## config.mk

```make
export PLATFORM = sky130hd
export DESIGN_NAME = risc16_instruction_class_decoder
export DESIGN_NICKNAME = d
export VERILOG_FILES = /design/src/hdl/r16icd_pkg.sv /design/src/hdl/r16icd_decode.sv /design/src/hdl/risc16_instruction_class_decoder.sv
export SDC_FILE = /design/constraint.sdc
export NUM_CORES = 1
export LEC_CHECK = 0
export ABC_AREA = 0
export BUFFER_PORTS_ARGS = -buffer_cell sky130_fd_sc_hd__buf_2
export CORE_ASPECT_RATIO = 1.25
export CORE_MARGIN = 3
export CORE_UTILIZATION = 40
export CTS_CLUSTER_SIZE = 12
export DETAILED_ROUTE_END_ITERATION = 8
export PLACE_DENSITY = 0.59
export SLEW_MARGIN = 20
export SYNTH_ARGS = -nofsm -noshare
export SYNTH_HDL_FRONTEND = slang
export SYNTH_HIERARCHICAL = 1
export SYNTH_SLANG_ARGS = --single-unit
```

## constraint.sdc

```tcl
create_clock -name clk -period 9.6 [get_ports clk]
set_input_delay 0 -clock clk [delete_from_list [all_inputs] [get_ports clk]]
set_output_delay 0 -clock clk [all_outputs]
set_load 0.02 [all_outputs]
```

## src/hdl/r16icd_pkg.sv

```systemverilog
// ----------------------------------------------------------------------------
// RISC16 instruction class decoder package
// Class code type, named class codes and the per-group decode tables.
// ----------------------------------------------------------------------------
package r16icd_pkg;

	localparam int WORD_W  = 16;
	localparam int CLASS_W = 8;

	typedef logic [WORD_W-1:0]  word_t;
	typedef logic [CLASS_W-1:0] class_t;

	// Top-nibble instruction groups.
	typedef enum logic [3:0] {
		GRP_0 = 4'h0, GRP_1 = 4'h1, GRP_2 = 4'h2, GRP_3 = 4'h3,
		GRP_4 = 4'h4, GRP_5 = 4'h5, GRP_6 = 4'h6, GRP_7 = 4'h7,
		GRP_8 = 4'h8, GRP_9 = 4'h9, GRP_A = 4'hA, GRP_B = 4'hB,
		GRP_C = 4'hC, GRP_D = 4'hD, GRP_E = 4'hE, GRP_F = 4'hF
	} group_t;

	// Special and branch-type class codes.
	localparam class_t CLS_ILLEGAL      = 8'd0;
	localparam class_t CLS_ILLEGAL_SLOT = 8'd1;
	localparam class_t CLS_CLRT         = 8'd2;
	localparam class_t CLS_NOP          = 8'd3;
	localparam class_t CLS_RTS          = 8'd4;
	localparam class_t CLS_SETT         = 8'd5;
	localparam class_t CLS_DIV0U        = 8'd6;
	localparam class_t CLS_SLEEP        = 8'd7;
	localparam class_t CLS_CLRMAC       = 8'd8;
	localparam class_t CLS_RTE          = 8'd9;
	localparam class_t CLS_STC_SR       = 8'd10;
	localparam class_t CLS_BSRF         = 8'd11;
	localparam class_t CLS_STS_MACH     = 8'd12;
	localparam class_t CLS_STC_GBR      = 8'd13;
	localparam class_t CLS_STS_MACL     = 8'd14;
	localparam class_t CLS_STC_VBR      = 8'd15;
	localparam class_t CLS_BRAF         = 8'd16;
	localparam class_t CLS_MOVT         = 8'd17;
	localparam class_t CLS_STS_PR       = 8'd18;
	localparam class_t CLS_MOVL_DISP_ST = 8'd27;
	localparam class_t CLS_MACW         = 8'd57;
	localparam class_t CLS_JSR          = 8'd69;
	localparam class_t CLS_JMP          = 8'd94;
	localparam class_t CLS_MOVL_DISP_LD = 8'd96;
	localparam class_t CLS_GRP6_BASE    = 8'd97;
	localparam class_t CLS_ADD_IMM      = 8'd113;
	localparam class_t CLS_BT           = 8'd119;
	localparam class_t CLS_BF           = 8'd120;
	localparam class_t CLS_BTS          = 8'd121;
	localparam class_t CLS_BFS          = 8'd122;
	localparam class_t CLS_MOVW_IMM     = 8'd123;
	localparam class_t CLS_BRA          = 8'd124;
	localparam class_t CLS_BSR          = 8'd125;
	localparam class_t CLS_GRPC_BASE    = 8'd126;
	localparam class_t CLS_TRAPA        = 8'd129;
	localparam class_t CLS_MOVL_IMM     = 8'd142;
	localparam class_t CLS_MOV_IMM      = 8'd143;
	localparam class_t CLS_MAX          = CLS_MOV_IMM;

	// Group 4 low-byte forms cover low bytes below this bound.
	localparam int GRP4_BYTES = 48;

	localparam class_t GRP0_NIB [16] = '{
		8'd0,  8'd0,  8'd0,  8'd0,  8'd19, 8'd20, 8'd21, 8'd22,
		8'd0,  8'd0,  8'd0,  8'd0,  8'd23, 8'd24, 8'd25, 8'd26
	};
	localparam class_t GRP2_NIB [16] = '{
		8'd28, 8'd29, 8'd30, 8'd0,  8'd31, 8'd32, 8'd33, 8'd34,
		8'd35, 8'd36, 8'd37, 8'd38, 8'd39, 8'd40, 8'd41, 8'd42
	};
	localparam class_t GRP3_NIB [16] = '{
		8'd43, 8'd0,  8'd44, 8'd45, 8'd46, 8'd47, 8'd48, 8'd49,
		8'd50, 8'd0,  8'd51, 8'd52, 8'd53, 8'd54, 8'd55, 8'd56
	};
	localparam class_t GRP4_BYTE [GRP4_BYTES] = '{
		8'd58, 8'd59, 8'd60, 8'd61, 8'd62, 8'd63, 8'd64, 8'd65,
		8'd66, 8'd67, 8'd68, 8'd69, 8'd0,  8'd0,  8'd70, 8'd0,
		8'd71, 8'd72, 8'd73, 8'd74, 8'd0,  8'd75, 8'd76, 8'd77,
		8'd78, 8'd79, 8'd80, 8'd81, 8'd0,  8'd0,  8'd82, 8'd0,
		8'd83, 8'd84, 8'd85, 8'd86, 8'd87, 8'd88, 8'd89, 8'd90,
		8'd91, 8'd92, 8'd93, 8'd94, 8'd0,  8'd0,  8'd95, 8'd0
	};
	localparam class_t GRP8_MID [16] = '{
		8'd114, 8'd115, 8'd0,   8'd0,   8'd116, 8'd117, 8'd0,   8'd0,
		8'd118, 8'd119, 8'd0,   8'd120, 8'd0,   8'd121, 8'd0,   8'd122
	};

	// Branches, jumps, returns and TRAPA may not sit in a delay slot.
	function automatic logic is_slot_illegal(input class_t cls);
		logic hit;
		begin
			hit = (cls == CLS_RTS) || (cls == CLS_RTE) || (cls == CLS_BSRF) ||
				(cls == CLS_BRAF) || (cls == CLS_JSR) || (cls == CLS_JMP) ||
				(cls == CLS_BT) || (cls == CLS_BF) || (cls == CLS_BTS) ||
				(cls == CLS_BFS) || (cls == CLS_BRA) || (cls == CLS_BSR) ||
				(cls == CLS_TRAPA);
			return hit;
		end
	endfunction

endpackage

```

## src/hdl/r16icd_decode.sv

```systemverilog
// ----------------------------------------------------------------------------
// RISC16 instruction class decode logic
// Combinational classification of one instruction word, with slot filtering.
// ----------------------------------------------------------------------------
module r16icd_decode (
	input  r16icd_pkg::word_t  word,
	input  logic               slot,
	output r16icd_pkg::class_t cls
);
	import r16icd_pkg::*;

	logic [3:0] nib;
	logic [3:0] mid;
	logic [7:0] lb;
	class_t     grp0_cls;
	class_t     raw_cls;

	assign nib = word[3:0];
	assign mid = word[11:8];
	assign lb  = word[7:0];

	// Group 0: whole-word forms first, then low-byte forms, then low nibble.
	always_comb begin
		unique case (word)
			16'h0008: grp0_cls = CLS_CLRT;
			16'h0009: grp0_cls = CLS_NOP;
			16'h000B: grp0_cls = CLS_RTS;
			16'h0018: grp0_cls = CLS_SETT;
			16'h0019: grp0_cls = CLS_DIV0U;
			16'h001B: grp0_cls = CLS_SLEEP;
			16'h0028: grp0_cls = CLS_CLRMAC;
			16'h002B: grp0_cls = CLS_RTE;
			default: begin
				unique case (lb)
					8'h02:   grp0_cls = CLS_STC_SR;
					8'h03:   grp0_cls = CLS_BSRF;
					8'h0A:   grp0_cls = CLS_STS_MACH;
					8'h12:   grp0_cls = CLS_STC_GBR;
					8'h1A:   grp0_cls = CLS_STS_MACL;
					8'h22:   grp0_cls = CLS_STC_VBR;
					8'h23:   grp0_cls = CLS_BRAF;
					8'h29:   grp0_cls = CLS_MOVT;
					8'h2A:   grp0_cls = CLS_STS_PR;
					default: grp0_cls = GRP0_NIB[nib];
				endcase
			end
		endcase
	end

	always_comb begin
		unique case (group_t'(word[15:12]))
			GRP_0: raw_cls = grp0_cls;
			GRP_1: raw_cls = CLS_MOVL_DISP_ST;
			GRP_2: raw_cls = GRP2_NIB[nib];
			GRP_3: raw_cls = GRP3_NIB[nib];
			GRP_4: begin
				if (nib == 4'hF) begin
					raw_cls = CLS_MACW;
				end else if (lb < 8'(GRP4_BYTES)) begin
					raw_cls = GRP4_BYTE[lb[5:0]];
				end else begin
					raw_cls = CLS_ILLEGAL;
				end
			end
			GRP_5: raw_cls = CLS_MOVL_DISP_LD;
			GRP_6: raw_cls = CLS_GRP6_BASE + class_t'(nib);
			GRP_7: raw_cls = CLS_ADD_IMM;
			GRP_8: raw_cls = GRP8_MID[mid];
			GRP_9: raw_cls = CLS_MOVW_IMM;
			GRP_A: raw_cls = CLS_BRA;
			GRP_B: raw_cls = CLS_BSR;
			GRP_C: raw_cls = CLS_GRPC_BASE + class_t'(mid);
			GRP_D: raw_cls = CLS_MOVL_IMM;
			GRP_E: raw_cls = CLS_MOV_IMM;
			default: raw_cls = CLS_ILLEGAL;
		endcase
	end

	assign cls = (slot && is_slot_illegal(raw_cls)) ? CLS_ILLEGAL_SLOT : raw_cls;

endmodule

```

## src/hdl/risc16_instruction_class_decoder.sv

```systemverilog
// ----------------------------------------------------------------------------
// RISC16 instruction class decoder
// Classifies one 16-bit instruction word per clock into an 8-bit class code.
// ----------------------------------------------------------------------------
// This block takes one instruction transfer in every clock cycle. The word and
// slot flag are captured in an input register at the accepting edge, decoded
// by a short table lookup, and the class is loaded into a result register at
// the next edge. It is held there for the single cycle in which done is high.
// Those two register stages lie between a word and its class; the throughput
// is one transfer per cycle with no gaps. The receiver cannot stall, so busy
// is never asserted and each result must be taken in the cycle it appears.
// Class 0 means an unlisted encoding, class 1 means a branch, jump, return or
// TRAPA found in a delay slot, and 2 through 143 name the instruction kinds.
// The block holds no state besides its two pipeline stages.
module risc16_instruction_class_decoder (
	input  logic               clk,
	input  logic               arst_n,
	input  logic               start,
	output logic               busy,
	input  r16icd_pkg::word_t  instruction_word,
	input  logic               in_delay_slot,
	output logic               done,
	output r16icd_pkg::class_t instruction_class
);
	import r16icd_pkg::*;

	logic   accept;
	logic   valid_s1;
	word_t  word_s1;
	logic   slot_s1;
	class_t cls_dec;
	logic   valid_s2;
	class_t cls_s2;

	// The pipeline never backs up, so a transfer is taken whenever start is high.
	assign busy   = 1'b0;
	assign accept = start && !busy;

	// Stage 1: input register.
	always_ff @(posedge clk or negedge arst_n) begin
		if (!arst_n) begin
			valid_s1 <= 1'b0;
		end else begin
			valid_s1 <= accept;
		end
	end

	always_ff @(posedge clk) begin
		if (accept) begin
			word_s1 <= instruction_word;
			slot_s1 <= in_delay_slot;
		end
	end

	// Decode between the two registers.
	r16icd_decode u_decode (
		.word (word_s1),
		.slot (slot_s1),
		.cls  (cls_dec)
	);

	// Stage 2: result register, shown for exactly one cycle per transfer.
	always_ff @(posedge clk or negedge arst_n) begin
		if (!arst_n) begin
			valid_s2 <= 1'b0;
		end else begin
			valid_s2 <= valid_s1;
		end
	end

	always_ff @(posedge clk) begin
		if (valid_s1) begin
			cls_s2 <= cls_dec;
		end
	end

	assign done              = valid_s2;
	assign instruction_class = cls_s2;

	// Every result comes from a matching accepted input transfer.
	a_done_follows_start: assert property (@(posedge clk) disable iff (!arst_n)
		done |-> $past(start, 2))
		else $error("result without a matching input transfer");

	// Every accepted transfer produces a result.
	a_start_gives_done: assert property (@(posedge clk) disable iff (!arst_n)
		start ##2 1'b1 |-> done)
		else $error("input transfer produced no result");

	// The slot-illegal class only appears for words taken in a delay slot.
	a_slot_class: assert property (@(posedge clk) disable iff (!arst_n)
		done && (instruction_class == CLS_ILLEGAL_SLOT) |-> $past(in_delay_slot, 2))
		else $error("slot-illegal class outside a delay slot");

	// Class codes stay within the defined range.
	a_class_range: assert property (@(posedge clk) disable iff (!arst_n)
		done |-> (instruction_class <= CLS_MAX))
		else $error("class code out of range");

endmodule
```

==> metrics.txt, run 1 <==
Clk Tree Root Cell=clkbuf_8; Critical Path Fanout Max=27; unrepaired setup endpoints after global routing=false; EDFF count, synth=25; cell depth of the worst flop-to-flop path=9; # rows=33; CP required=9610 ps; total routed wirelength=8110 µm; leakage power=0.00114 µW; Mean Syn Cell Area=8.13 µm²; register area share after synthesis=28.6%; Port Buffers=28; Starting Density=41.9%; Final Instance Area=0.00314 mm²; ANT cells=0; worst skew pair latency=270 ps; Mapped Cells=345; Critical Path AT=4150 ps; Synth Warn #=6; most common flop cell mapped by yosys=edfxtp_1; pwr/cell area=118 mW/mm²; CTS Sinks=27; Async SR Flop Fraction=between 7 and 8%; status=completed; htree depth=1; post-layout util=47.0%; Post-Syn Nets=380; die height=99.6 µm; top cell type by total area after synthesis=edfxtp_1; final hold vios=0; FMAX=241 MHz; Peak VDD IR=0.0707 mV; vias in the first global route=2583; worst hold path type=primary input to async pin; Yosys reg bits=27; Worst setup EP type=flip-flop; io pins=30; Mapped Area=0.00280 mm²; die span in x=80.9 µm; commonest non-fill, non-tap cell in the layout=nand2_1; final slew viol count=0; post_cts resized=0; CTS clk-pin slew, worst paths=approximately 100 ps; initial antenna violation count=0; maxcap violations=0; reg2reg end=instruction_class[2]$_DFFE_PP_; DR iter-0 viols=333; Clock Path Buffers=2; core area=0.00669 mm²; top cell type's share of synthesized area=26.8%; placed cells=432; Post-DP Area=between 0.002 and 0.003 mm²; Final period util=43.1%; fill count=678; share of layout cells above drive strength 1=12.0%; full die area=0.00806 mm²; Rel. slew slack=34.2%; Nets=403; Reg area=801 µm²; Critical Path Source Type=flip-flop; CTS tree=built; multi-input logic area=0.00181 mm²; R2R setup slack=5460 ps; Post-DRT Antenna Nets=0; Cell variety after synth=72; skew final=7.42 ps; top cells by area, synth=edfxtp_1, ha_1, nand2_1; R2R Path Start=word_s1[2]$_DFFE_PP_; minimum clock period=slightly above 4000 ps; layout overhead on the synthesized area=12.1%; routability cong.=roughly 0.90; pin count of the biggest net entering global routing=39; Tot GR Track Use=20.1%; commonest non-fill, non-tap cells in the layout=nand2_1, nor2_1, buf_2; total CTS buffers=3; WL per Instance=17.9 µm; Setup TNS=0 ps; GRT overflow=0; drt first pass iters=5; drt via density=6.32; detailed-route via count=2871; Crit. Startpoint=word_s1[2]$_DFFE_PP_; Setup CP Type=flip-flop to flip-flop; slew at the pin closest to its max-slew limit=approximately 990 ps; first-pass GRT wire length=between 10000 and 15000 µm; Remaining DRCs=0; DP Wirelength=5680 µm; Final Non-Filler Cells=454; # setup viols final=0
==> kinds of logic (layout without fill, tap and decap cells) <==
| group | count (synthesis) | count (layout) | synth area share [%] |
|---|---|---|---|
| AO/OA/AOI/OAI | 109 | 109 | 27.8 |
| AND/OR/NAND/NOR | 140 | 140 | 26.1 |
| multiplexers | 7 | 7 | 2.59 |
| adder cells (fa/ha/maj) | 16 | 16 | 7.05 |
| XOR/XNOR | 3 | 3 | 0.937 |
| buffers and inverters | 42 | 64 | 6.87 |
| flip-flops | 27 | 27 | 28.6 |
| other | 1 | 1 | 0.134 |
==> sequential cells by signal, indices dropped and copies added (netlist names) <==
register,count
done,1
instruction_class,8
slot_s1,1
valid_s1,1
word_s1,16
==> final cells by class <==
type | count | area share (%)
repair buffers | 47 | 10.4
multi-input cells | 276 | 57.6
clock inverters | 1 | 0.159
inverters | 13 | 1.55
flip-flops and latches | 27 | 25.5
well taps | 87 | 3.46
clock buffers | 3 | 1.31
==> through the flow <==
stage	total power (µW)	setup slack, ps	hold WS, ps
floorplan	265	6370	-296
global placement	301	5480	-214
detailed placement	301	5530	-212
CTS	372	5530	18.8
global route	397	5220	15.1
finish	371	5460	29.3
==> routing by layer <==
| metal | vias to the layer above | routed length [µm] | global-route usage [%] |
|---|---|---|---|
| met1 | 1326 | 3250 | 25.8 |
| met3 | 29 | 611 | 2.63 |
| li1 | 1350 | - | - |
| met4 | 0 | 346 | 9.62 |
| met2 | 166 | 3900 | 33.1 |
| met5 | - | 0 | 0 |
==> timing repair <==
item                      in CTS  in global routing
hold endpoints to repair      19                  0
hold buffers                  18                  0
setup buffers                  0                  0
==> synth_stat cells (all sizes together) (3+ instances only) <==
library cell / count
nand2: 32
nor2: 30
edfxtp: 25
o21ai: 23
a21oi: 20
buf: 17
ha: 15
nor3: 14
nand3: 13
nor2b: 13
clkbuf: 12
inv: 12
o211ai: 10
a2111oi: 7
a211oi: 6
or3: 6
a31oi: 5
mux2i: 5
nand2b: 5
nor4: 5
a21boi: 4
nand4: 4
a21o: 3
nand3b: 3
o2111ai: 3
o22ai: 3
xor2: 3
==> power breakdown <==
group	internal, µW	switching (µW)
sequential	143	23.3
clock	29.1	35.0
combinational	56.8	83.8
total	229	142
==> how the worst max path moves through the flow <==
stage                                                end  slack [ps]  cells after the start
after floorplan           instruction_class[0]$_DFFE_PP_        6370                     11
after global placement    instruction_class[7]$_DFFE_PP_        5480                      9
after detailed placement  instruction_class[7]$_DFFE_PP_        5530                      9
after CTS                 instruction_class[7]$_DFFE_PP_        5530                      9
after global routing      instruction_class[0]$_DFFE_PP_        5220                     10
final                     instruction_class[2]$_DFFE_PP_        5460                      9
==> critical path: stages (launching register included) <==
cell	delay (ps)
edfxtp_1	940
clkinv_1	610
ha_1	460
or3_1	320
a21oi_1	120
or3_1	130
nand4_2	200
or3_1	400
a2111oi_1	580
nor3_1	100
No activity file was read; power rests on OpenSTA's default activity.
==> run 2: changes to the inputs <==
clock period = 3.9 ns   (was 9.6 ns; I/O delays follow)
==> metrics.txt, run 2 (synthesis results as in run 1) <==
detailed-route via count=2892 (+0.73%); Critical Path AT=3680 ps (-470 ps); net switching power=363 µW (+160%); worst skew pair latency=280 ps (about the same); Final Non-Filler Cells=465 (+2.4%); post-layout util=48.3% (+1.3 points); drt via density=6.22 (-1.7%); first-pass GRT wire length=13400 µm (+5.5%); Peak VDD IR=0.156 mV (+120%); share of layout cells above drive strength 1=14.8% (+2.8 points); R2R Path Start=word_s1[0]$_DFFE_PP_; Final period util=93.5% (+50 points); minimum clock period=3650 ps (-493 ps); DR iter-0 viols=339 (+1.8%); clock share of power=17.6% (+0.3 points); slew at the pin closest to its max-slew limit=641 ps (-345 ps); R2R setup slack=250 ps (-5210 ps); core area=0.00669 mm² (unchanged); status=completed; Worst setup EP type=flip-flop; total CTS buffers=3 (unchanged); pwr/cell area=291 mW/mm² (+150%); sequential share of power=40.9% (-3.9 points); commonest non-fill, non-tap cell in the layout=nand2_1; Setup TNS=0 ps (unchanged); Int Pwr=577 µW (+150%); CP required=3930 ps (-5680 ps); # setup viols final=0 (unchanged); vias in the first global route=2659 (+2.9%); final slew viol count=0 (unchanged); placed cells=443 (+2.5%); multi-input logic area=0.00181 mm² (+0.14%); Starting Density=41.9% (unchanged); CTS tree=built; io pins=30 (unchanged); htree depth=1 (unchanged); Remaining DRCs=0 (unchanged); Clk Tree Root Cell=clkbuf_8; Post-DRT Antenna Nets=0 (unchanged); Tot GR Track Use=21.4% (+1.2 points); ANT cells=0 (unchanged); full die area=0.00806 mm² (unchanged); FMAX=274 MHz (+14%); worst hold path type=primary input to async pin; Port Buffers=28 (unchanged); post-CTS setup repair buffer count=0 (unchanged); Crit. Startpoint=word_s1[0]$_DFFE_PP_; max reg flops=16 (unchanged); initial antenna violation count=0 (unchanged); drt first pass iters=5 (unchanged); Rel. slew slack=56.9% (+23 points); Setup CP Type=flip-flop to flip-flop; pin count of the biggest net entering global routing=27 (-31%); total routed wirelength=8420 µm (+3.8%); maxcap violations=0 (unchanged); Nets=414 (+2.7%); reg2reg end=instruction_class[0]$_DFFE_PP_; leakage power=0.00119 µW (+4.5%); CTS Sinks=27 (unchanged); Critical Path Source Type=flip-flop; die span in x=80.9 µm (unchanged); cell depth of the worst flop-to-flop path=11 (+2); fill count=663 (-2.2%); Reg area=801 µm² (unchanged); Final WS setup=252 ps (-5210 ps); CTS clk-pin slew, worst paths=100 ps (about the same); WL per Instance=18.1 µm (+1.4%); commonest non-fill, non-tap cells in the layout=nand2_1, nor2_1, buf_2; Critical Path Fanout Max=10 (-63%); largest register by flop count=word_s1; Sw Ratio=38.6% (+0.32 points); final hold vios=0 (unchanged); layout overhead on the synthesized area=15.1%; routability cong.=0.960 (+6.2%); post-place setup slack=255 ps (-5280 ps); GRT overflow=0 (unchanged); Top Registers=word_s1: 16 flops, instruction_class: 8 flops; Clock Path Buffers=2 (unchanged); die height=99.6 µm (unchanged); # rows=33 (unchanged); DP Wirelength=6080 µm (+7.0%); Combinational Power Share=41.4% (+3.5 points); unrepaired setup endpoints after global routing=false; skew final=5.55 ps (-1.87 ps)
## run 2: cell count changes in the layout (fill, tap and decap cells not counted)
cell   change
buf_4     +11
ha_1       -1
ha_2       +1
## run 2: worst max path at each step
stage / slack, ps / cells past startpoint / end
2_1_floorplan: 670 / 11 / instruction_class[0]$_DFFE_PP_
3_3_place_gp: 280 / 10 / instruction_class[0]$_DFFE_PP_
3_5_place_dp: 260 / 10 / instruction_class[0]$_DFFE_PP_
4_1_cts: 250 / 10 / instruction_class[0]$_DFFE_PP_
5_1_grt: 10 / 11 / instruction_class[0]$_DFFE_PP_
6_report: 250 / 11 / instruction_class[0]$_DFFE_PP_
## run 2: power by group through the flow
stage          clock (µW)  combinational [µW]  sequential (µW)
3_3_place_gp            0                 367              389
5_1_grt               188                 427              388
2_1_floorplan           0                 260              393
4_1_cts               177                 381              384
3_5_place_dp            0                 366              391
6_report              166                 390              385
## run 2: final cells by class
| cell class | instances | area share, % |
|---|---|---|
| Clock inverter | 1 | 0.155 |
| Timing Repair Buffer | 58 | 12.7 |
| Tap cell | 87 | 3.37 |
| Inverter | 13 | 1.51 |
| Sequential cell | 27 | 24.8 |
| Multi-Input combinational cell | 276 | 56.2 |
| Clock buffer | 3 | 1.28 |
## run 2: routing by layer
metal / wire [µm] / track usage (%) / vias to the layer above
met1: 3480 / 27.3 / 1332
met5: 0 / 0 / -
li1: - / - / 1371
met3: 557 / 2.81 / 22
met4: 305 / 9.62 / 0
met2: 4080 / 35.4 / 167
## run 2: critical path, cell delays in order (launching register included)
cell and delay (ps):
edfxtp_1 550, inv_1 270, ha_1 440, nor2b_1 240
nor3_1 60, o31a_1 280, or3_1 420, nand4_2 180
o21ai_1 90, a32oi_2 230, a21boi_2 130, or4_1 510
## run 2: timing repair
item | in CTS | in global routing
endpoints found under the setup margin | 0 | 1
gates resized for setup | 0 | 1
hold buffers | 18 | 0
hold endpoints to repair | 19 | 0
## run 2: per-stage QoR
stage	cell area (µm²)	hold slack (ps)	power [µW]
floorplan	2800	-296	653
finish	3230	17.3	940
detailed placement	3000	-210	757
CTS	3230	7.55	942
global placement	3000	-216	757
global route	3230	12.4	1000
==> run 3: changes to the inputs <==
CORE_ASPECT_RATIO = not set   (was 1.25)
==> metrics.txt, run 3 (synthesis results as in run 1) <==
# rows=29 (-12%); commonest non-fill, non-tap cells in the layout=nand2_1, nor2_1, buf_2; Peak VDD IR=0.143 mV (-8.3%); Starting Density=42.7% (+0.77 points); detailed-route via count=2873 (-0.66%); slowest stage delay, CP=540 ps (about the same); Bufs and invs on worst path=1 (unchanged); Combinational Power Share=41.0% (-0.4 points); status=completed; Max stage delay cell, worst path=edfxtp_1; DR iter-0 viols=338 (-0.29%); GRT overflow=0 (unchanged); final hold vios=0 (unchanged); post-CTS setup repair buffer count=0 (unchanged); Top Registers=word_s1: 16 flops, instruction_class: 8 flops; max reg flops=16 (unchanged); Remaining DRCs=0 (unchanged); Setup TNS=0 ps (unchanged); layout overhead on the synthesized area=15.5%; drt first pass iters=5 (unchanged); # setup viols final=0 (unchanged); routability cong.=0.948 (-1.2%); io pins=30 (unchanged); Crit. path cell count=11 (unchanged); FMAX=272 MHz (-0.60%); Clock Path Buffers=2 (unchanged); pwr/cell area=291 mW/mm² (about the same); Critical Path AT=3690 ps (about the same); worst skew pair latency=280 ps (about the same); Port Buffers=28 (unchanged); first-pass GRT wire length=13500 µm (+0.25%); DP Wirelength=5880 µm (-3.3%); CP cell instances=inv_1 > ha_1 > nor3b_1 > a31oi_1 > nor4_1 > a221oi_1 > and4_1 > a211oi_1 > o2111ai_1 > a21boi_2 > or4_1; worst hold path type=primary input to async pin; die height=89.7 µm (-9.9%); Int Pwr=578 µW (+0.17%); skew final=5.19 ps (-0.363 ps); Final WS setup=230 ps (-22.0 ps); vias in the first global route=2693 (+1.3%); cell depth of the worst flop-to-flop path=11 (unchanged); sequential share of power=41.3% (+0.4 points); CTS clk-pin slew, worst paths=100 ps (about the same); unrepaired setup endpoints after global routing=false; htree depth=1 (unchanged); ANT cells=0 (unchanged); hold_ws=21.4 ps (+4.06 ps); Post-DRT Antenna Nets=0 (unchanged); post-layout util=49.3% (+1.0 points); slew at the pin closest to its max-slew limit=661 ps (+20.1 ps); drt via density=6.11 (-1.7%); Critical Path Source Type=flip-flop; maxcap violations=0 (unchanged); final slew viol count=0 (unchanged); leakage power=0.00118 µW (-0.75%); net switching power=365 µW (+0.37%); clock share of power=17.7% (about the same); largest register by flop count=word_s1; share of layout cells above drive strength 1=15.1% (+0.30 points); delay-heaviest family, CP=compound AO/OA/AOI/OAI gates; total routed wirelength=8120 µm (-3.6%); CP required=3920 ps (about the same); CTS Sinks=27 (unchanged); Setup CP Type=flip-flop to flip-flop; Sw Ratio=38.7% (+0.047 points); Nets=413 (-0.24%); WL per Instance=17.3 µm (-4.7%); fill count=583 (-12%); Final period util=94.1% (+0.57 points); Worst setup EP type=flip-flop; minimum clock period=3670 ps (+22.0 ps); full die area=0.00805 mm² (about the same); Critical Path Fanout Max=10 (unchanged); Tot GR Track Use=20.2% (-1.2 points); Rel. slew slack=55.9% (-0.95 points); core area=0.00657 mm² (-1.8%); post-place setup slack=281 ps (+25.9 ps); pin count of the biggest net entering global routing=38 (+41%); total CTS buffers=3 (unchanged); commonest non-fill, non-tap cell in the layout=nand2_1; die span in x=89.7 µm (+11%); Clk Tree Root Cell=clkbuf_8; CTS tree=built; initial antenna violation count=0 (unchanged)
==> run 3: per-layer routing <==
layer  GRT usage (%)  vias to the layer above  routed length (µm)
met5               0                        -                   0
met4            7.92                        0                 228
met3            3.09                       22                 587
met2            32.8                      142                3750
met1            27.0                     1337                3550
li1                -                     1372                   -
==> run 3: power groups by stage <==
| stage | Clock (µW) | Sequential, µW | Combinational (µW) |
|---|---|---|---|
| final | 167 | 389 | 387 |
| after global routing | 192 | 394 | 425 |
| after detailed placement | 0 | 395 | 362 |
| after floorplan | 0 | 393 | 260 |
| after global placement | 0 | 394 | 363 |
| after CTS | 177 | 388 | 377 |
==> run 3: final cells by class <==
class                   instances  area, µm²  area share (%)
repair buffers                 57        403            12.4
multi-input cells             276       1820            56.2
flip-flops and latches         27        801            24.7
clock buffers                   3       41.3            1.28
inverters                      13       48.8            1.51
well taps                      93        116            3.59
clock inverters                 1       7.51           0.232
==> run 3: worst register-to-register path: stages, from the launching register on <==
cell and delay (ps):
edfxtp_1 540, inv_1 260, ha_1 440, nor3b_1 90
a31oi_1 170, nor4_1 70, a221oi_1 450, and4_1 330
a211oi_1 100, o2111ai_1 290, a21boi_2 150, or4_1 520
==> run 3: worst paths after layout <==
path / start / to / slack, ps
setup / recovery: word_s1[0]$_DFFE_PP_ / instruction_class[0]$_DFFE_PP_ / 230
hold / removal: arst_n / valid_s1$_DFF_PN0_ / 20
setup reg to reg: word_s1[0]$_DFFE_PP_ / instruction_class[0]$_DFFE_PP_ / 230
hold reg to reg: valid_s1$_DFF_PN0_ / done$_DFF_PN0_ / 610
max in group asynchronous: arst_n / done$_DFF_PN0_ / 3790
min in group clk: start / valid_s1$_DFF_PN0_ / 60
==> run 3: per-stage QoR <==
stage | instance area, µm² | cells | total power (µW)
3_3_place_gp | 3000 | 448 | 757
3_5_place_dp | 3000 | 448 | 757
2_1_floorplan | 2800 | 345 | 653
5_1_grt | 3240 | 470 | 1010
6_report | 3240 | 470 | 943
4_1_cts | 3230 | 470 | 942
==> run 3: what timing repair did <==
action	in CTS	in global routing
resized for setup	0	3
hold buffers	18	0
hold endpoints to repair	19	0
setup endpoints to repair	0	1
